## src/rtl/core/bsrt_pkg.sv

```systemverilog
// Package for the buffer status report trigger.
// Holds transaction types, event and format codes, controller state and
// the command and status structs between controller and datapath.
package bsrt_pkg;

    localparam int NUM_CHANNELS = 8;
    localparam int IDX_W        = $clog2(NUM_CHANNELS);

    // Event codes carried in req_type
    localparam logic [2:0] REQ_OCC   = 3'd0;
    localparam logic [2:0] REQ_STEP  = 3'd1;
    localparam logic [2:0] REQ_PER   = 3'd2;
    localparam logic [2:0] REQ_RETX  = 3'd3;
    localparam logic [2:0] REQ_GRANT = 3'd4;
    localparam logic [2:0] REQ_SR    = 3'd5;

    // Configuration register indexes
    localparam logic [1:0] CFG_GROUP_MAP = 2'd0;
    localparam logic [1:0] CFG_PRIO_MAP  = 2'd1;
    localparam logic [1:0] CFG_PER_LEN   = 2'd2;
    localparam logic [1:0] CFG_RETX_LEN  = 2'd3;

    typedef enum logic [1:0] {
        TRIG_NONE     = 2'd0,
        TRIG_REGULAR  = 2'd1,
        TRIG_PERIODIC = 2'd2,
        TRIG_PADDING  = 2'd3
    } t_trig;

    typedef enum logic [1:0] {
        FMT_SHORT = 2'd0,
        FMT_LONG  = 2'd1,
        FMT_TRUNC = 2'd2
    } t_fmt;

    typedef enum logic [1:0] {
        TCMD_NONE    = 2'd0,
        TCMD_START   = 2'd1,
        TCMD_RESTART = 2'd2
    } t_tcmd;

    typedef enum logic [2:0] {
        ST_IDLE,
        ST_START,
        ST_SUM,
        ST_P1,
        ST_APPLY,
        ST_P2,
        ST_FINISH
    } t_state;

    typedef struct packed {
        logic [2:0]  req_type;
        logic [2:0]  channel;
        logic [23:0] pending_bits;
        logic [15:0] grant_bytes;
        logic [15:0] padding_bytes;
    } t_in_item;

    typedef struct packed {
        logic        send_report;
        logic [1:0]  report_format;
        logic [23:0] group_bytes_0;
        logic [23:0] group_bytes_1;
        logic [23:0] group_bytes_2;
        logic [23:0] group_bytes_3;
        logic        send_sr;
        logic [1:0]  periodic_timer_cmd;
        logic [1:0]  retx_timer_cmd;
    } t_out_item;

    typedef struct packed {
        logic             load;
        logic             clr_sum;
        logic             clr_scan;
        logic             sum_step;
        logic             p1_step;
        logic             apply_single;
        logic             p2_step;
        logic             finish;
        logic [IDX_W-1:0] idx;
    } t_bsrt_cmd;

    typedef struct packed {
        logic [2:0] req;
        logic       trig_none;
        logic       pad_ge2;
        logic       out_free;
    } t_bsrt_sts;

endpackage

```

## src/rtl/core/bsrt_ctrl.sv

```systemverilog
// Controller of the buffer status report trigger.
// Sequences the channel walks for each transaction; uses bsrt_pkg.
module bsrt_ctrl (
    input  logic                i_clk,
    input  logic                i_rst_n,
    input  logic                i_in_valid,
    input  bsrt_pkg::t_bsrt_sts i_sts,
    output logic                o_in_stall,
    output bsrt_pkg::t_bsrt_cmd o_cmd
);

    localparam logic [bsrt_pkg::IDX_W-1:0] LAST_IDX =
        bsrt_pkg::IDX_W'(bsrt_pkg::NUM_CHANNELS - 1);

    bsrt_pkg::t_state              r_state, n_state;
    logic [bsrt_pkg::IDX_W-1:0]    r_idx, n_idx;

    // State and walk index registers
    always_ff @(posedge i_clk) begin
        if (!i_rst_n) begin
            r_state <= bsrt_pkg::ST_IDLE;
            r_idx   <= '0;
        end else begin
            r_state <= n_state;
            r_idx   <= n_idx;
        end
    end

    // Next state and commands
    always_comb begin
        n_state    = r_state;
        n_idx      = r_idx;
        o_cmd      = '0;
        o_cmd.idx  = r_idx;
        o_in_stall = (r_state != bsrt_pkg::ST_IDLE);
        unique case (r_state)
            bsrt_pkg::ST_IDLE: begin
                if (i_in_valid) begin
                    o_cmd.load = 1'b1;
                    n_state    = bsrt_pkg::ST_START;
                end
            end
            bsrt_pkg::ST_START: begin
                n_idx   = '0;
                n_state = bsrt_pkg::ST_FINISH;
                priority case (i_sts.req)
                    bsrt_pkg::REQ_STEP: begin
                        o_cmd.clr_scan = 1'b1;
                        n_state        = bsrt_pkg::ST_P1;
                    end
                    bsrt_pkg::REQ_PER: begin
                        if (i_sts.trig_none) begin
                            o_cmd.clr_sum = 1'b1;
                            n_state       = bsrt_pkg::ST_SUM;
                        end
                    end
                    bsrt_pkg::REQ_RETX: begin
                        o_cmd.clr_sum = 1'b1;
                        n_state       = bsrt_pkg::ST_SUM;
                    end
                    bsrt_pkg::REQ_GRANT: begin
                        if (i_sts.trig_none && i_sts.pad_ge2) begin
                            o_cmd.clr_sum = 1'b1;
                            n_state       = bsrt_pkg::ST_SUM;
                        end
                    end
                    default: ;
                endcase
            end
            bsrt_pkg::ST_SUM: begin
                o_cmd.sum_step = 1'b1;
                n_idx          = r_idx + 1'b1;
                if (r_idx == LAST_IDX) begin
                    n_state = bsrt_pkg::ST_FINISH;
                end
            end
            bsrt_pkg::ST_P1: begin
                o_cmd.p1_step = 1'b1;
                n_idx         = r_idx + 1'b1;
                if (r_idx == LAST_IDX) begin
                    n_state = bsrt_pkg::ST_APPLY;
                end
            end
            bsrt_pkg::ST_APPLY: begin
                o_cmd.apply_single = 1'b1;
                n_idx              = '0;
                n_state            = bsrt_pkg::ST_P2;
            end
            bsrt_pkg::ST_P2: begin
                o_cmd.p2_step = 1'b1;
                n_idx         = r_idx + 1'b1;
                if (r_idx == LAST_IDX) begin
                    n_state = bsrt_pkg::ST_FINISH;
                end
            end
            bsrt_pkg::ST_FINISH: begin
                if (i_sts.out_free) begin
                    o_cmd.finish = 1'b1;
                    n_state      = bsrt_pkg::ST_IDLE;
                end
            end
            default: n_state = bsrt_pkg::ST_IDLE;
        endcase
    end

endmodule

```

## src/rtl/core/bsrt_dp.sv

```systemverilog
// Datapath of the buffer status report trigger.
// Holds configuration, channel occupancy, group sums, trigger state and the
// output register; acts on bsrt_ctrl commands. Uses bsrt_pkg.
module bsrt_dp (
    input  logic                i_clk,
    input  logic                i_rst_n,
    input  bsrt_pkg::t_bsrt_cmd i_cmd,
    output bsrt_pkg::t_bsrt_sts o_sts,
    input  bsrt_pkg::t_in_item  i_in,
    input  logic                i_cfg_we,
    input  logic [1:0]          i_cfg_idx,
    input  logic [31:0]         i_cfg_data,
    output logic                o_out_valid,
    input  logic                i_out_stall,
    output bsrt_pkg::t_out_item o_out
);

    localparam logic [23:0] MAX24 = 24'hFFFFFF;

    // Configuration
    logic [23:0] r_group_map;
    logic [31:0] r_prio_map;
    logic [15:0] r_per_len;
    logic [15:0] r_retx_len;

    // Block state
    logic [23:0]          r_occ [bsrt_pkg::NUM_CHANNELS];
    logic [23:0]          r_size [4];
    bsrt_pkg::t_trig      r_trig;
    logic                 r_sr_sent;
    logic                 r_per_run;
    logic                 r_retx_run;

    // Transaction and walk scratch
    bsrt_pkg::t_in_item   r_item;
    logic                 r_scanned;
    logic                 r_any;
    logic [1:0]           r_cnt;
    logic [20:0]          r_hit_bytes;
    logic [1:0]           r_hit_grp;
    logic [3:0]           r_maxp;
    logic                 r_found;

    bsrt_pkg::t_out_item  r_out;
    logic                 r_out_valid;

    function automatic logic [2:0] grp_field(input logic [23:0] gm,
                                             input logic [bsrt_pkg::IDX_W-1:0] c);
        return gm[3*c +: 3];
    endfunction

    function automatic logic [3:0] prio_of(input logic [31:0] pm,
                                           input logic [bsrt_pkg::IDX_W-1:0] c);
        return pm[4*c +: 4];
    endfunction

    // Highest priority channel, lowest index on ties
    function automatic logic [bsrt_pkg::IDX_W-1:0] top_chan(input logic [31:0] pm);
        logic [bsrt_pkg::IDX_W-1:0] best;
        logic [3:0]                 bp;
        best = '0;
        bp   = '0;
        for (int c = 0; c < bsrt_pkg::NUM_CHANNELS; c++) begin
            if (pm[4*c +: 4] > bp) begin
                bp   = pm[4*c +: 4];
                best = bsrt_pkg::IDX_W'(c);
            end
        end
        return best;
    endfunction

    // Current walk channel
    logic [2:0]  w_gf;
    logic [23:0] w_occ;
    logic [20:0] w_bytes;
    logic [3:0]  w_prio;
    logic [24:0] w_sum;

    always_comb begin
        w_gf    = grp_field(r_group_map, i_cmd.idx);
        w_occ   = r_occ[i_cmd.idx];
        w_bytes = w_occ[23:3];
        w_prio  = prio_of(r_prio_map, i_cmd.idx);
        w_sum   = {1'b0, r_size[w_gf[1:0]]} + 25'(w_bytes);
    end

    // Grant evaluation
    bsrt_pkg::t_trig             w_eff_trig;
    logic [2:0]                  w_nlcg;
    logic [25:0]                 w_total;
    bsrt_pkg::t_fmt              w_fmt;
    logic [25:0]                 w_hdr;
    logic                        w_send;
    logic [bsrt_pkg::IDX_W-1:0]  w_top;
    logic [2:0]                  w_top_gf;
    logic [23:0]                 w_rsz [4];

    always_comb begin
        w_eff_trig = (r_scanned && r_any) ? bsrt_pkg::TRIG_PADDING : r_trig;
        w_nlcg     = '0;
        w_total    = '0;
        for (int g = 0; g < 4; g++) begin
            w_total = w_total + 26'(r_size[g]);
            w_nlcg  = w_nlcg + 3'(r_size[g] != '0);
        end
        w_top    = top_chan(r_prio_map);
        w_top_gf = grp_field(r_group_map, w_top);
        if (w_eff_trig == bsrt_pkg::TRIG_PADDING) begin
            if (r_item.padding_bytes < 16'd4) begin
                w_fmt = (w_nlcg > 3'd1) ? bsrt_pkg::FMT_TRUNC : bsrt_pkg::FMT_SHORT;
            end else begin
                w_fmt = bsrt_pkg::FMT_LONG;
            end
        end else begin
            w_fmt = (w_nlcg > 3'd1) ? bsrt_pkg::FMT_LONG : bsrt_pkg::FMT_SHORT;
        end
        for (int g = 0; g < 4; g++) begin
            if (w_fmt == bsrt_pkg::FMT_TRUNC &&
                (!w_top_gf[2] || w_top_gf[1:0] != 2'(g))) begin
                w_rsz[g] = '0;
            end else begin
                w_rsz[g] = r_size[g];
            end
        end
        w_hdr  = (w_fmt == bsrt_pkg::FMT_LONG) ? 26'd4 : 26'd2;
        w_send = ((w_total + w_hdr) != {10'd0, r_item.grant_bytes});
    end

    // Result of the transaction being closed
    bsrt_pkg::t_out_item w_res;

    always_comb begin
        w_res = '0;
        unique case (r_item.req_type)
            bsrt_pkg::REQ_STEP: begin
                if (!r_per_run && r_per_len != '0) begin
                    w_res.periodic_timer_cmd = bsrt_pkg::TCMD_START;
                end
                if (!r_retx_run && r_retx_len != '0) begin
                    w_res.retx_timer_cmd = bsrt_pkg::TCMD_START;
                end
            end
            bsrt_pkg::REQ_GRANT: begin
                if (w_eff_trig != bsrt_pkg::TRIG_NONE && w_send) begin
                    w_res.send_report   = 1'b1;
                    w_res.report_format = w_fmt;
                    w_res.group_bytes_0 = w_rsz[0];
                    w_res.group_bytes_1 = w_rsz[1];
                    w_res.group_bytes_2 = w_rsz[2];
                    w_res.group_bytes_3 = w_rsz[3];
                    if (r_per_run && w_fmt != bsrt_pkg::FMT_TRUNC) begin
                        w_res.periodic_timer_cmd = bsrt_pkg::TCMD_RESTART;
                    end
                end
                if (r_retx_run) w_res.retx_timer_cmd = bsrt_pkg::TCMD_RESTART;
            end
            bsrt_pkg::REQ_SR: begin
                if (!r_sr_sent && r_trig == bsrt_pkg::TRIG_REGULAR) begin
                    w_res.send_sr = 1'b1;
                end
            end
            default: ;
        endcase
    end

    assign o_sts.req       = r_item.req_type;
    assign o_sts.trig_none = (r_trig == bsrt_pkg::TRIG_NONE);
    assign o_sts.pad_ge2   = (r_item.padding_bytes >= 16'd2);
    assign o_sts.out_free  = !r_out_valid || !i_out_stall;
    assign o_out_valid     = r_out_valid;
    assign o_out           = r_out;

    // Configuration writes
    always_ff @(posedge i_clk) begin
        if (!i_rst_n) begin
            r_group_map <= '0;
            r_prio_map  <= '0;
            r_per_len   <= '0;
            r_retx_len  <= '0;
        end else if (i_cfg_we) begin
            unique case (i_cfg_idx)
                bsrt_pkg::CFG_GROUP_MAP: r_group_map <= i_cfg_data[23:0];
                bsrt_pkg::CFG_PRIO_MAP:  r_prio_map  <= i_cfg_data;
                bsrt_pkg::CFG_PER_LEN:   r_per_len   <= i_cfg_data[15:0];
                bsrt_pkg::CFG_RETX_LEN:  r_retx_len  <= i_cfg_data[15:0];
                default: ;
            endcase
        end
    end

    // Latch the accepted transaction
    always_ff @(posedge i_clk) begin
        if (i_cmd.load) begin
            r_item <= i_in;
        end
    end

    // Block state, walks and result
    always_ff @(posedge i_clk) begin
        if (!i_rst_n) begin
            for (int c = 0; c < bsrt_pkg::NUM_CHANNELS; c++) r_occ[c] <= '0;
            for (int g = 0; g < 4; g++) r_size[g] <= '0;
            r_trig      <= bsrt_pkg::TRIG_NONE;
            r_sr_sent   <= 1'b0;
            r_per_run   <= 1'b0;
            r_retx_run  <= 1'b0;
            r_scanned   <= 1'b0;
            r_any       <= 1'b0;
            r_cnt       <= '0;
            r_maxp      <= '0;
            r_found     <= 1'b0;
            r_out_valid <= 1'b0;
        end else begin
            // Raise valid on a new result, drop it once the result is taken
            if (i_cmd.finish) begin
                r_out_valid <= 1'b1;
            end else if (r_out_valid && !i_out_stall) begin
                r_out_valid <= 1'b0;
            end
            if (i_cmd.load) begin
                r_scanned <= 1'b0;
            end
            if (i_cmd.clr_sum) begin
                for (int g = 0; g < 4; g++) r_size[g] <= '0;
                r_any     <= 1'b0;
                r_scanned <= 1'b1;
            end
            if (i_cmd.clr_scan) begin
                r_cnt   <= '0;
                r_maxp  <= '0;
                r_found <= 1'b0;
            end
            // Accumulate reported bytes per group, saturating
            if (i_cmd.sum_step && w_gf[2]) begin
                r_size[w_gf[1:0]] <= w_sum[24] ? MAX24 : w_sum[23:0];
                if (w_bytes != '0) r_any <= 1'b1;
            end
            // First pass: single candidate and top priority among busy channels
            if (i_cmd.p1_step) begin
                if (w_gf[2] && w_occ != '0) begin
                    r_hit_bytes <= w_bytes;
                    r_hit_grp   <= w_gf[1:0];
                    if (r_cnt != 2'd2) r_cnt <= r_cnt + 1'b1;
                end
                if (w_occ != '0 && w_prio > r_maxp) r_maxp <= w_prio;
            end
            if (i_cmd.apply_single && r_trig == bsrt_pkg::TRIG_NONE && r_cnt == 2'd1) begin
                r_size[r_hit_grp] <= 24'(r_hit_bytes);
                r_trig            <= bsrt_pkg::TRIG_REGULAR;
            end
            // Second pass: first unbeaten reported channel with bytes
            if (i_cmd.p2_step && !r_found && w_gf[2] && w_bytes != '0 &&
                w_prio >= r_maxp) begin
                r_size[w_gf[1:0]] <= 24'(w_bytes);
                r_trig            <= bsrt_pkg::TRIG_REGULAR;
                r_found           <= 1'b1;
            end
            // Close the transaction and load the result
            if (i_cmd.finish) begin
                r_out <= w_res;
                unique case (r_item.req_type)
                    bsrt_pkg::REQ_OCC: begin
                        r_occ[r_item.channel] <= r_item.pending_bits;
                    end
                    bsrt_pkg::REQ_STEP: begin
                        if (!r_per_run && r_per_len != '0) r_per_run <= 1'b1;
                        if (!r_retx_run && r_retx_len != '0) r_retx_run <= 1'b1;
                    end
                    bsrt_pkg::REQ_PER: begin
                        if (r_scanned && r_any) r_trig <= bsrt_pkg::TRIG_PERIODIC;
                    end
                    bsrt_pkg::REQ_RETX: begin
                        if (r_any) begin
                            r_trig    <= bsrt_pkg::TRIG_REGULAR;
                            r_sr_sent <= 1'b0;
                        end
                    end
                    bsrt_pkg::REQ_GRANT: begin
                        if (w_eff_trig != bsrt_pkg::TRIG_NONE) begin
                            for (int g = 0; g < 4; g++) r_size[g] <= w_rsz[g];
                            r_trig <= bsrt_pkg::TRIG_NONE;
                        end
                    end
                    bsrt_pkg::REQ_SR: begin
                        if (!r_sr_sent && r_trig == bsrt_pkg::TRIG_REGULAR) begin
                            r_sr_sent <= 1'b1;
                        end
                    end
                    default: ;
                endcase
            end
        end
    end

endmodule

```

## src/rtl/core/buffer_status_report_trigger.sv

```systemverilog
// Each transaction runs from accept through START to FINISH; events that sum
// the groups add the SUM walk, and a slot step adds the P1 walk, APPLY and P2;
// each walk over the eight channels takes one channel a cycle in the datapath.
// Throughput: one transaction at a time; the next is taken the cycle after the
// result is loaded into the output register, which holds it while stalled.
// Reset (synchronous, active low) clears configuration, occupancy and state.
module buffer_status_report_trigger (
    input  logic                i_clk,
    input  logic                i_rst_n,
    input  logic                i_in_valid,
    output logic                o_in_stall,
    input  bsrt_pkg::t_in_item  i_in,
    output logic                o_out_valid,
    input  logic                i_out_stall,
    output bsrt_pkg::t_out_item o_out,
    input  logic                i_cfg_we,
    input  logic [1:0]          i_cfg_idx,
    input  logic [31:0]         i_cfg_data
);

    bsrt_pkg::t_bsrt_cmd w_cmd;
    bsrt_pkg::t_bsrt_sts w_sts;

    bsrt_ctrl u_ctrl (
        .i_clk      (i_clk),
        .i_rst_n    (i_rst_n),
        .i_in_valid (i_in_valid),
        .i_sts      (w_sts),
        .o_in_stall (o_in_stall),
        .o_cmd      (w_cmd)
    );

    bsrt_dp u_dp (
        .i_clk       (i_clk),
        .i_rst_n     (i_rst_n),
        .i_cmd       (w_cmd),
        .o_sts       (w_sts),
        .i_in        (i_in),
        .i_cfg_we    (i_cfg_we),
        .i_cfg_idx   (i_cfg_idx),
        .i_cfg_data  (i_cfg_data),
        .o_out_valid (o_out_valid),
        .i_out_stall (i_out_stall),
        .o_out       (o_out)
    );

`ifndef NO_ASSERTIONS
    // Hold off a new transaction right after one is taken
    a_busy_after_accept: assert property (@(posedge i_clk) disable iff (!i_rst_n)
        (i_in_valid && !o_in_stall) |=> o_in_stall)
        else $error("transaction accepted while previous one still in flight");

    // Clear report fields when no report is sent
    a_no_report_zero: assert property (@(posedge i_clk) disable iff (!i_rst_n)
        (o_out_valid && !o_out.send_report) |->
        (o_out.report_format == 2'd0 && o_out.group_bytes_0 == 24'd0 &&
         o_out.group_bytes_1 == 24'd0 && o_out.group_bytes_2 == 24'd0 &&
         o_out.group_bytes_3 == 24'd0))
        else $error("report fields set without a report");

    // Never restart the periodic timer on a truncated report
    a_trunc_no_restart: assert property (@(posedge i_clk) disable iff (!i_rst_n)
        (o_out_valid && o_out.report_format == bsrt_pkg::FMT_TRUNC) |->
        (o_out.periodic_timer_cmd == bsrt_pkg::TCMD_NONE))
        else $error("periodic restart with truncated report");
`endif

endmodule

```

## config.mk

```make
export PLATFORM = sky130hd
export DESIGN_NAME = buffer_status_report_trigger
export DESIGN_NICKNAME = d
export VERILOG_FILES = /design/src/rtl/core/bsrt_pkg.sv /design/src/rtl/core/bsrt_ctrl.sv /design/src/rtl/core/bsrt_dp.sv /design/src/rtl/core/buffer_status_report_trigger.sv
export SDC_FILE = /design/constraint.sdc
export NUM_CORES = 1
export LEC_CHECK = 0
export BUFFER_PORTS_ARGS = -buffer_cell sky130_fd_sc_hd__clkbuf_2
export CELL_PAD_IN_SITES_DETAIL_PLACEMENT = 1
export CELL_PAD_IN_SITES_GLOBAL_PLACEMENT = 2
export CORE_ASPECT_RATIO = 2
export CORE_MARGIN = 3
export CORE_UTILIZATION = 37
export DETAILED_ROUTE_END_ITERATION = 12
export GPL_TIMING_DRIVEN = 0
export PLACE_DENSITY_LB_ADDON = 0.1
export SLEW_MARGIN = 20
export SYNTH_ARGS = -nofsm -noshare
export SYNTH_HDL_FRONTEND = slang
export SYNTH_SLANG_ARGS = --single-unit
```

## constraint.sdc

```tcl
create_clock -name i_clk -period 11.4 [get_ports i_clk]
set_input_delay 3.42 -clock i_clk [delete_from_list [all_inputs] [get_ports i_clk]]
set_output_delay 3.42 -clock i_clk [all_outputs]
set_load 0.02 [all_outputs]
```

# Word level (Yosys, flattened, before mapping)
# Memories as Yosys holds them, arrays and structs flattened. A register that Yosys moved wholly into a read port is not among the register bits.
# Index checks and enable logic that the tools add are counted.
# word_totals
regBits	298
latch_bits	0
mem_bits_rw	288
rom_bits	0
in_bits	101
out_inout_bits	106
wordCells	296
memories	2
# memory_table
name	words	word_bits	rd	rd_ports_with_merged_regs	wr	line	source
u_dp.r_occ	8	24	1	1	8	bsrt_dp.sv:27	logic [23:0] r_occ [bsrt_pkg::NUM_CHANNELS];
u_dp.r_size	4	24	5	0	4	bsrt_dp.sv:28	logic [23:0] r_size [4];
# classes
addsub	10
multipliers	2
div	0
n_lt_le_gt_ge	13
n_eq_ne	32
shifts	3
mux	123
n_bitwise	9
reduce_logical	70
# op_table
op	n
24-bit two-way mux	17
24-bit nonzero test	5
99-bit two-way mux	1
24-bit OR reduction	3
26-bit by 24-bit adder with 26-bit output	2
1-bit two-way mux	52
24-bit by 6-bit variable part select with 3-bit output	2
2-bit two-way mux	22
3-bit two-way mux	14
4-bit two-way mux	10
4-bit greater-than comparator	8
16-bit nonzero test	2
32-bit by 6-bit variable part select with 4-bit output	1
26-bit adder	1
26-bit by 16-bit != test with 1-bit output	1
24-bit by 21-bit adder with 25-bit output	1
24-bit by 24-bit adder with 25-bit output	1
1-bit logical AND	21
21-bit nonzero test	1
3-bit == test (second input constant)	6
3-bit one-hot mux with 6 select lines	1
16-bit by 2-bit greater-or-equal comparator with 1-bit output (second input constant)	1
16-bit by 3-bit < comparator with 1-bit output (second input constant)	1
2-bit nonzero test	7
31 further kinds	81

# Depth between registers and ports, before layout
# Gate-level depths: netlist (run 1).
# depth
word_depth	25
depth_mapped	64
ltp_nobuf	60

# Hierarchy
# A second synthesis (run 1) with hierarchy kept.
# hier_totals
hier_cells	2833
area_unflattened_um2	31403.9
# modules_own_cells
module	instances	cells_per_inst	area_per_inst_um2	seq_area_each_um2
bsrt_dp	1	2775	30943.4	16265.6
bsrt_ctrl	1	58	460.4	120.1

# Worst setup path after synthesis (run 1)
# No wires, ideal clock.
# synth_timing
path_type	register to register
startpoint	register u_dp.r_prio_map[2]
endpoint	register u_dp.r_out (netlist bit u_dp.o_out[100]) (data pin)
setup_time_ps	257
arrival_time_ps	11753
required_time_ps	11143
slack_ps	-610
stages_incl_launch_ff	62
n_path_buf	3
synth_period_minus_slack_ps	12010
cell_sequence	dfxtp_1 inv_1 ha_1 o21ai_1 a21oi_4 o21ai_0 o21ai_0 ha_1 o2111ai_1 o311ai_0 a311o_1 a32oi_1 mux2i_1 inv_1 ha_1 nand2_1 or2_2 o311ai_0 [... 26 more ...] clkbuf_1 o21ai_0 ha_1 nor2b_1 o21ai_0 nand2b_1 a21oi_1 a41o_1 inv_1 a31o_2 buf_4 mux2i_1 a211o_1 a31o_2 or2_2 a31oi_2 buf_2 nor2_1
# synth_via
elab_chain_len	22
word_cells_on_any_way	29
cone_classes	mul (1); order compare (8); shift (1); mux (15); reduce/logical (4)
# synth_rtl
element	line	source
start, declared	bsrt_dp.sv:22	logic [31:0] r_prio_map;
start signal, assigned	bsrt_dp.sv:183	bsrt_pkg::CFG_PRIO_MAP: r_prio_map <= i_cfg_data;
4-bit by 1-bit greater-than comparator with 1-bit output	bsrt_dp.sv:64	if (pm[4*c +: 4] > bp) begin
4-bit two-way mux *	bsrt_dp.sv:64	
4-bit greater-than comparator	bsrt_dp.sv:64	
4-bit two-way mux	bsrt_dp.sv:64	
4-bit greater-than comparator	bsrt_dp.sv:64	
4-bit two-way mux	bsrt_dp.sv:64	
4-bit greater-than comparator	bsrt_dp.sv:64	
4-bit two-way mux	bsrt_dp.sv:64	
[... 6 more ...]	-	
4-bit greater-than comparator	bsrt_dp.sv:64	
3-bit two-way mux *	bsrt_dp.sv:64	
2-bit by 3-bit multiplier with 5-bit output *	bsrt_dp.sv:49	return gm[3*c +: 3];
24-bit by 6-bit variable part select with 3-bit output *	bsrt_dp.sv:49	
2-bit nonzero test / 1-bit logical NOT (equally long branches)	bsrt_dp.sv:119	(!w_top_gf[2] || w_top_gf[1:0] != 2'(g))) begin
1-bit logical OR *	bsrt_dp.sv:119	
1-bit logical AND *	bsrt_dp.sv:118	if (w_fmt == bsrt_pkg::FMT_TRUNC &&
24-bit two-way mux *	bsrt_dp.sv:118	
end signal, assigned	bsrt_dp.sv:260	r_out <= w_res;
end, declared	bsrt_dp.sv:44	bsrt_pkg::t_out_item r_out;
# Mark *: on every way between the ends. The rest lies on a longest branch, timed or not.
# A chain may end at the register's enable or synchronous reset.

==> flow_summary_export.csv, run 1 <==
group,metric,value,unit
run,maxCapViolCount,0,
setup_path,startpoint,"u_dp.r_prio_map[3]",
yosys,synth.lib_cells_used.distinct,82,
global_route,grt_pass1_vias,26322,
yosys,synthCells,2911,
yosys,synthArstFlopShare,0,
setup_path,cpPeakStageDelay,380,ps
sta,fin_ws,91.8,ps
place,place_inst,4191,
routing,routed_via_density,5.51,
final_layout,utilization,0.454,
cts,clk_latency,700,ps
sta,hold_viol_final,0,
setup_path,worstSetupPathType,"flip-flop to flip-flop",
global_route,grt_pass1_wl,169000,um
final_layout,finalNetCount,3525,
final_layout,syn2layout_area_growth,21.6,%
global_route,antenna_found_initial,1,
cts,clock-root-buffer,"clkbuf_16",
yosys,synth_edf_count,476,
floorplan,design.core.area,0.0835,mm2
sta,max_freq,88.4,MHz
yosys,synth-main-ff-cell,"edfxtp_1",
setup_path,crit_fanout,7,
yosys,synth_area_leaders,"edfxtp_1 (46%), dfxtp_1 (7.2%), ha_1 (4.7%)",
routing,firstDrtPassIters,5,
final_layout,stdcell_count,4391,
cts,clock_path_buffers,3,
sta,worstMarginPinSlew,1140,ps
global_route,grt_max_degree,61,
floorplan,die_x,211,um
sta,relSlewSlack,0.239,
power_and_ir_drop,p_leak,0.0148,uW
sta,fin_crit_sh,0.992,
outcome,status,"complete, no violations",
sta,drv_slew,0,
power_and_ir_drop,power.density,260,mW/mm2
yosys,yosys.area.top_type_share,0.458,
place,place_ws,-2500,ps
sta,final.setup_skew,69.3,ps
setup_path,r2r_slack,90,ps
place,place_congestion,1.00,
routing,wl,116000,um
setup_path,crit_path_end,"u_dp.r_size[1][6]",
worst_hold_path,min_path_type,"flip-flop to flip-flop",
routing,dr.first_iter.drc_count,1177,
setup_path,reg2reg_from,"u_dp.r_prio_map[3]",
setup_path,worst_ep_arrival_time,11690,ps
sta,tns,0,ps
yosys,ys_ff_latch,588,
setup_path,slowest_stage,"a311o_1",
final_layout,seq_area,0.0166,mm2
sta,period_needed,11310,ps
setup_path,r2r-end,"u_dp.r_size[1][6]",
final_layout,multi_input_area,0.0143,mm2
sta,setup_viol,0,
floorplan,fp.dieH,417,um
setup_path,cp-start-kind,"flip-flop",
global_route,grt_overflow,0,
yosys,synth_top_cell_by_area,"edfxtp_1",
final_layout,drive_gt1_frac,0.206,
cts,h-tree-depth,2,
setup_path,end_kind,"flip-flop",
yosys,netlist_area,0.0312,mm2
power_and_ir_drop,peakVddDrop,0.261,mV
cts,cts.clk_slew.worst_paths,70,ps
setup_path,r2r_cells,65,
cts,cts_hold_buffers,0,
final_layout,nFillCells,9032,
routing,drcViolationCount,0,
routing,wl_per_cell,26.4,um
routing,vias,24174,
sta,rsz0062_at_grt,"yes",
yosys,yosys_warnings,0,
place,hpwlAfterDp,91100,um
cts,clock_sinks,588,
place,portBuffers,204,
setup_path,worstPathRequired,11780,ps
floorplan,initial_core_util,0.373,
routing,final_antenna_net_count,0,
floorplan,std_cell_rows,150,
floorplan,ios,207,
yosys,avgSynthCellArea,10.7,um2
cts,cts_tree,"done",
global_route,track_usage,0.260,
yosys,synth_seq_area_share,0.530,
yosys,syn-num-nets,3159,
floorplan,dieArea,0.0880,mm2
cts,cts_buffers,57,
power breakdown:
| part | internal, uW | total (uW) | switching (uW) |
|---|---|---|---|
| registers | 2510 | 2670 | 166 |
| logic | 2150 | 5130 | 2990 |
| clock network | 1120 | 2040 | 919 |
worst min-delay path by stage:
| stage | startpoint | to | slack, ps | cells past startpoint |
|---|---|---|---|---|
| 2_1_floorplan | u_dp.r_per_len[14] | u_dp.r_per_len[14] | 440 | 2 |
| 6_report | u_dp.r_retx_len[15] | u_dp.r_retx_len[15] | 450 | 2 |
| 5_1_grt | u_dp.r_retx_len[15] | u_dp.r_retx_len[15] | 470 | 2 |
| 3_3_place_gp | u_dp.r_retx_len[11] | u_dp.r_retx_len[11] | 440 | 2 |
| 3_5_place_dp | u_dp.r_retx_len[15] | u_dp.r_retx_len[15] | 450 | 2 |
| 4_1_cts | u_dp.r_retx_len[15] | u_dp.r_retx_len[15] | 460 | 2 |
synthesized netlist by cell type, types with 16 or more instances:
master	count
edfxtp_1	476
nand2_1	389
a21oi_1	239
nor2_1	234
and2_1	207
inv_1	201
ha_1	118
dfxtp_1	112
clkbuf_1	108
o21ai_0	82
mux4_2	57
o22ai_1	50
xnor2_1	47
nor4_1	46
nor3_1	42
mux2i_1	39
a211oi_1	32
nand3_1	30
xor2_1	30
fa_1	29
nor2b_1	20
mux2_2	19
a21o_1	18
nand2b_1	18
buf_1	17
buf_2	16
nand4_1	16
cells in the final DEF, fill, tap and decap left out, types with 39 or more instances in the layout:
master / instances
nor2_1: 213
ha_1: 109
and2_1: 204
buf_4: 67
clkbuf_16: 60
clkbuf_2: 204
xnor2_1: 47
clkbuf_1: 116
nand2_1: 381
mux4_2: 57
inv_1: 192
mux2i_1: 39
a21oi_1: 233
dfxtp_1: 104
nor3_1: 40
edfxtp_1: 476
nor4_1: 43
o21ai_0: 51
per-layer routing:
layer,GRT usage,wire [um]
met5,0,0
met3,0.0279,3450
met2,0.514,65300
met4,0.173,9770
met1,0.247,37600
sequential cells by signal, indices dropped and copies added, names as in the netlist, 3 cells and up, named ones only:
signal and flops:
u_ctrl.r_idx 3, u_ctrl.r_state 3, u_dp.o_out 104, u_dp.o_sts 3
u_dp.r_group_map 24, u_dp.r_hit_bytes 21, u_dp.r_item 58, u_dp.r_maxp 4
u_dp.r_occ 192, u_dp.r_per_len 16, u_dp.r_prio_map 32, u_dp.r_retx_len 16
u_dp.r_size 96
logic make-up (layout without fill, tap and decap cells):
kind of cell,Yosys count,after routing,synth area share
XOR/XNOR,77,77,0.0216
AO/OA/AOI/OAI,580,580,0.118
buffers and inverters,344,759,0.0422
flip-flops,588,588,0.530
adder cells (fa/ha/maj),147,147,0.0660
multiplexers,116,116,0.0610
other,0,1,0
AND/OR/NAND/NOR,1059,1059,0.161
metrics by stage:
step                power, uW  hold slack (ps)  cell area [um2]
floorplan                5250              436            31300
global placement         6500              445            33600
detailed placement       6600              448            34000
CTS                      9380              457            37000
global route            10400              474            37900
finish                   9840              455            37900
repair_timing:
| item | 4_1_cts | 5_1_grt |
|---|---|---|
| gates resized for setup | 105 | 161 |
| endpoints found under the setup margin | 192 | 195 |
| gates cloned | 2 | 3 |
| pin swaps | 33 | 49 |
| setup buffers | 52 | 34 |
worst max-delay path, delay by kind of cell, from the launching register on:
kind	cells	cell delay, ps
adder cells (fa/ha/maj)	7	1760
AO/OA/AOI/OAI	31	5040
AND/OR/NAND/NOR	13	1610
flip-flops	1	360
multiplexers	4	1090
buffers and inverters	10	1130
area by class of cell:
class,count,share of cell area
repair buffers,307,0.0586
flip-flops and latches,588,0.436
plain buffers,142,0.0210
clock buffers,67,0.0386
inverters,202,0.0203
diodes,1,0.0000660
multi-input cells,1979,0.377
well taps,1064,0.0351
clock inverters,41,0.0134
(Power assumes the default switching activity.)
==> run 2: changes to the inputs <==
--- a/config.mk
+++ b/config.mk
@@ -12,7 +12,6 @@
 export CORE_MARGIN = 3
 export CORE_UTILIZATION = 37
 export DETAILED_ROUTE_END_ITERATION = 12
-export GPL_TIMING_DRIVEN = 0
 export PLACE_DENSITY_LB_ADDON = 0.1
 export SLEW_MARGIN = 20
 export SYNTH_ARGS = -nofsm -noshare
==> run 2 against run 1 <==
The run now ends with negative setup slack left. Sequential power rose by 2%. Die area did not move. Total power fell by 1.3%. Via count fell by 1.6%. Register-to-register slack got worse by 170 ps. Wire length fell by 3.4%. First-iteration DRC count fell by 5.8%. Non-clock buffer count fell by 50. Clock-buffer cell count rose by 6. Critical path type unchanged. Critical endpoint is now u_dp.o_out[47]. Highest routed layer unchanged.
==> flow_summary_export.csv, run 2 (synthesized netlist as in run 1, its figures left out) <==
group,metric,value,unit
final_layout,largest_reg_flops,192,
sta,max_freq,87.1,MHz
final_layout,final_common_cell,"edfxtp_1",
sta,worstMarginPinSlew,1110,ps
sta,relSlewSlack,0.257,
sta,final.setup_skew,59.1,ps
setup_path,crit_top_cell,"ha_4",
sta,rsz0062_at_grt,"yes",
routing,firstDrtPassIters,5,
sta,final.hold.worst_slack,458,ps
run,maxCapViolCount,0,
setup_path,crit_fanout,6,
final_layout,stdcell_count,4343,
global_route,track_usage,0.251,
place,postPlaceCellArea,0.0343,mm2
power_and_ir_drop,p_leak,0.0149,uW
sta,drv_slew,0,
floorplan,die_x,211,um
outcome,status,"complete, but fails checks",
floorplan,dieArea,0.0880,mm2
place,hpwlAfterDp,81600,um
place,place_ws,-1000,ps
routing,wl,112000,um
global_route,grt_overflow,0,
global_route,grt_max_degree,99,
floorplan,initial_core_util,0.373,
routing,final_antenna_net_count,0,
routing,routed_via_density,5.48,
setup_path,worstPathRequired,11820,ps
final_layout,finalNetCount,3477,
sta,setup_viol,27,
setup_path,end_kind,"flip-flop",
worst_hold_path,min_path_type,"flip-flop to flip-flop",
cts,cts.clk_slew.worst_paths,60,ps
cts,clk_latency,690,ps
cts,cts_buffers,58,
sta,fin_ws,-82.7,ps
place,portBuffers,205,
outcome,violations,"negative setup slack",
floorplan,ios,207,
routing,drcViolationCount,0,
final_layout,nFillCells,8959,
floorplan,fp.dieH,417,um
floorplan,std_cell_rows,150,
routing,wl_per_cell,25.8,um
cts,clock_path_buffers,3,
place,place_congestion,0.905,
global_route,antenna_found_initial,0,
floorplan,design.core.area,0.0835,mm2
routing,dr.first_iter.drc_count,1109,
power_and_ir_drop,power.density,254,mW/mm2
setup_path,cp_num_buf_inv,12,
cts,clock-root-buffer,"clkbuf_16",
cts,cts_hold_buffers,0,
setup_path,worst_ep_arrival_time,11900,ps
setup_path,cp-start-kind,"flip-flop",
final_layout,syn2layout_area_growth,22.4,%
final_layout,design_area,0.0382,mm2
power_and_ir_drop,peakVddDrop,0.234,mV
setup_path,slowest_stage,"a311o_1",
sta,fin_crit_sh,1.01,
global_route,grt_pass1_vias,25964,
setup_path,cpPeakStageDelay,440,ps
final_layout,drive_gt1_frac,0.237,
setup_path,cp_top_family,"compound AO/OA/AOI/OAI gates",
setup_path,worstSetupPathType,"flip-flop to flip-flop",
routing,vias,23788,
sta,hold_viol_final,0,
final_layout,final_cell_mix,"edfxtp_1 (476), nand2_1 (385), a21oi_1 (233)",
place,place_inst,4172,
global_route,grt_pass1_wl,165000,um
sta,period_needed,11480,ps
cts,h-tree-depth,2,
final_layout,largest_register,"u_dp.r_occ",
cts,cts_tree,"done",
cts,clock_sinks,588,
-- run 2: metal layers --
layer,vias up,global-route usage,wire (um)
met1,11982,0.253,38300
li1,11060,-,-
met4,0,0.161,8650
met2,516,0.484,62200
met3,230,0.0237,3060
met5,-,0,0
-- run 2: worst paths after layout --
kind	from	to	slack, ps	depth (start not counted)
hold reg to reg	u_dp.r_retx_len[2]	u_dp.r_retx_len[2]	460	2
setup reg to reg	u_dp.r_prio_map[3]	u_dp.o_out[47]	-80	65
setup / recovery	u_dp.r_prio_map[3]	u_dp.o_out[47]	-80	65
hold / removal	u_dp.r_retx_len[2]	u_dp.r_retx_len[2]	460	2
-- run 2: where the power goes --
group | switching [uW] | internal (uW) | leakage [uW]
Sequential | 216 | 2510 | 0.00584
Clock | 907 | 1080 | 0.000919
Combinational | 2840 | 2160 | 0.00815
Total | 3960 | 5750 | 0.0149
-- run 2: cell type report --
| type | count | area, um2 | share of cell area |
|---|---|---|---|
| multi-input combinational | 1980 | 14600 | 0.382 |
| timing repair buffer | 399 | 3040 | 0.0795 |
| clock buffer | 73 | 1510 | 0.0395 |
| sequential | 588 | 16500 | 0.433 |
| antenna | 1 | 2.50 | 0.0000656 |
| clock inverter | 36 | 419 | 0.0110 |
| tap | 1064 | 1330 | 0.0349 |
| inverter | 202 | 766 | 0.0201 |
-- run 2: worst min-delay path: cells and delay by family (launching register included) --
kind | cells | cell delay [ps]
flip-flops | 1 | 310
AND/OR/NAND/NOR | 1 | 50
AO/OA/AOI/OAI | 1 | 50
-- run 2: what timing repair did --
item                                    4_1_cts  5_1_grt
setup buffers                                31       20
cloned                                       10        4
gates resized for setup                     115      160
endpoints found under the setup margin      192      192
pin swaps                                    39       97
endpoints found under the hold margin         0        0
-- run 2: metrics by stage --
step / setup TNS [ps] / utilization / total power, uW
detailed placement: -180340 / 0.411 / 6990
global placement: -120280 / 0.411 / 6850
floorplan: 0 / - / 5250
CTS: 0 / 0.446 / 9430
global route: -71640 / 0.457 / 10200
finish: -1130 / 0.457 / 9710
==> run 3: changes to the inputs <==
--- a/config.mk
+++ b/config.mk
@@ -7,10 +7,10 @@
 export LEC_CHECK = 0
 export BUFFER_PORTS_ARGS = -buffer_cell sky130_fd_sc_hd__clkbuf_2
 export CELL_PAD_IN_SITES_DETAIL_PLACEMENT = 1
-export CELL_PAD_IN_SITES_GLOBAL_PLACEMENT = 2
+export CELL_PAD_IN_SITES_GLOBAL_PLACEMENT = 1
 export CORE_ASPECT_RATIO = 2
 export CORE_MARGIN = 3
-export CORE_UTILIZATION = 37
+export CORE_UTILIZATION = 44
 export DETAILED_ROUTE_END_ITERATION = 12
 export PLACE_DENSITY_LB_ADDON = 0.1
 export SLEW_MARGIN = 20
==> run 3 against run 2 <==
The flow now finishes without violations. Register-to-register slack better by 370 ps. Clock-buffer cell count down 13. Setup slack better by 370 ps. Combinational power down 3%. Worst hold slack better by 1.4 ps. Wire length down 7.1%. Critical endpoint is now u_dp.o_out[100].
==> flow_summary_export.csv, run 3 (synthesized netlist as in run 1, its figures left out) <==
group,metric,value,unit
sta,fin_ws,283,ps
cts,clock_path_buffers,3,
sta,tns,0,ps
setup_path,cp-start-kind,"flip-flop",
setup_path,slowest_stage,"a311o_1",
run,maxCapViolCount,0,
setup_path,worstPathRequired,11800,ps
floorplan,std_cell_rows,137,
global_route,track_usage,0.273,
routing,routed.top_layer,"met4",
sta,fin_crit_sh,0.975,
sta,relSlewSlack,0.269,
setup_path,worst_ep_arrival_time,11520,ps
cts,h-tree-depth,2,
setup_path,r2r_cells,63,
routing,firstDrtPassIters,5,
floorplan,design.core.area,0.0699,mm2
routing,routed-wl-met3,3240,um
floorplan,ios,207,
cts,cts_buffers,54,
sta,worstMarginPinSlew,1100,ps
setup_path,startpoint,"u_dp.r_prio_map[1]",
worst_hold_path,min_path_type,"flip-flop to flip-flop",
global_route,grt_overflow,0,
final_layout,finalNetCount,3430,
place,place_ws,-869,ps
global_route,grt_max_degree,101,
floorplan,die_x,194,um
setup_path,crit_fanout,7,
power_and_ir_drop,power.density,257,mW/mm2
sta,rsz0062_at_grt,"yes",
place,postPlaceCellArea,0.0340,mm2
place,portBuffers,205,
place,place_inst,3994,
power_and_ir_drop,intPower,5730,uW
cts,cts_hold_buffers,0,
place,place_congestion,0.958,
final_layout,syn2layout_area_growth,18.8,%
sta,period_needed,11120,ps
routing,final_antenna_net_count,0,
final_layout,stdcell_count,4128,
final_layout,largest_register,"u_dp.r_occ",
routing,dr.first_iter.drc_count,1016,
sta,max_freq,90.0,MHz
place,hpwlAfterDp,76700,um
final_layout,drive_gt1_frac,0.216,
sta,drv_slew,0,
routing,wl_per_cell,25.2,um
global_route,grt_pass1_wl,155000,um
sta,final.hold.worst_slack,459,ps
power_and_ir_drop,p_switching,3780,uW
final_layout,diodes,0,
floorplan,initial_core_util,0.446,
sta,final.setup_skew,68.9,ps
sta,setup_viol,0,
routing,dr_wl_met2,58500,um
floorplan,dieArea,0.0743,mm2
routing,wl,104000,um
setup_path,cpPeakStageDelay,360,ps
setup_path,end_kind,"flip-flop",
power_and_ir_drop,p_seq_frac,0.284,
final_layout,final_cell_mix,"edfxtp_1 (476), nand2_1 (385), a21oi_1 (233)",
power_and_ir_drop,p_leak,0.0146,uW
setup_path,r2r-end,"u_dp.o_out[100]",
power_and_ir_drop,pwr-share-clk,0.208,
setup_path,reg2reg_from,"u_dp.r_prio_map[1]",
routing,vias,23707,
final_layout,final_common_cell,"edfxtp_1",
final_layout,nFillCells,7581,
power_and_ir_drop,pwr-share-comb,0.508,
power_and_ir_drop,peakVddDrop,0.243,mV
sta,hold_viol_final,0,
outcome,status,"complete, no violations",
global_route,antenna_found_initial,0,
cts,cts_tree,"done",
final_layout,multi_input_area,0.0143,mm2
global_route,grt_pass1_vias,25894,
routing,met1_length,36000,um
final_layout,design_area,0.0370,mm2
cts,clock_sinks,588,
routing,drcViolationCount,0,
final_layout,largest_reg_flops,192,
cts,clk_latency,670,ps
routing,routed_via_density,5.74,
cts,clock-root-buffer,"clkbuf_16",
floorplan,fp.dieH,382,um
final_layout,seq_area,0.0165,mm2
setup_path,worstSetupPathType,"flip-flop to flip-flop",
setup_path,crit_path_end,"u_dp.o_out[100]",
power_and_ir_drop,switching_share,0.397,
setup_path,r2r_slack,280,ps
cts,cts.clk_slew.worst_paths,70,ps
[run 3: cell count changes in the layout (fill, tap and decap cells not counted), sizes merged]
cell,delta
buf,-41
clkbuf,-13
bufinv,+4
clkinvlp,-3
clkinv,+2
a31o,-1
bufbuf,-1
diode,-1
[run 3: metrics by stage]
step,utilization,total power (uW)
2_1_floorplan,-,5250
3_3_place_gp,0.486,6660
3_5_place_dp,0.486,6810
4_1_cts,0.519,9120
5_1_grt,0.530,10000
6_report,0.530,9500
[run 3: worst max-delay path: cells and delay by family (launching register included)]
family,cells,cell delay [ps]
DFF,1,340
adders and majority gates,7,1690
AOI/OAI and AO/OA,25,4360
muxes,5,1410
buffers and inverters,10,1240
and+or+nand+nor,16,1830
[run 3: timing repair]
item,CTS,global route
cloned,1,3
buffers inserted,15,18
pin swaps,21,62
resized for setup,52,148
setup endpoints to repair,192,192
[run 3: worst min path at each step]
| stage | from | endpoint | depth (start not counted) | slack, ps |
|---|---|---|---|---|
| final | u_dp.r_retx_len[10] | u_dp.r_retx_len[10] | 2 | 460 |
| after global routing | u_dp.r_retx_len[10] | u_dp.r_retx_len[10] | 2 | 470 |
| after CTS | u_dp.r_retx_len[10] | u_dp.r_retx_len[10] | 2 | 460 |
| after detailed placement | u_dp.r_retx_len[10] | u_dp.r_retx_len[10] | 2 | 450 |
| after global placement | u_dp.r_retx_len[7] | u_dp.r_retx_len[7] | 2 | 440 |
| after floorplan | u_dp.r_per_len[14] | u_dp.r_per_len[14] | 2 | 440 |
[run 3: area by class of cell]
| type | count | share of cell area |
|---|---|---|
| Timing Repair Buffer | 357 | 0.0656 |
| Clock buffer | 60 | 0.0374 |
| Multi-Input combinational cell | 1979 | 0.385 |
| Tap cell | 903 | 0.0305 |
| Sequential cell | 588 | 0.447 |
| Clock inverter | 39 | 0.0144 |
| Inverter | 202 | 0.0207 |
[run 3: layer usage]
| metal | track usage | vias to the layer above |
|---|---|---|
| met5 | 0 | - |
| met4 | 0.149 | 0 |
| met3 | 0.0278 | 225 |
| met2 | 0.540 | 539 |
| met1 | 0.276 | 11984 |
| li1 | - | 10959 |
[run 3: power by group through the flow]
| stage | Sequential (uW) | Clock [uW] | Combinational (uW) |
|---|---|---|---|
| after floorplan | 2640 | 0 | 2610 |
| after global routing | 2710 | 2090 | 5210 |
| after global placement | 2720 | 0 | 3940 |
| final | 2700 | 1980 | 4830 |
| after detailed placement | 2740 | 0 | 4080 |
| after CTS | 2690 | 2010 | 4420 |
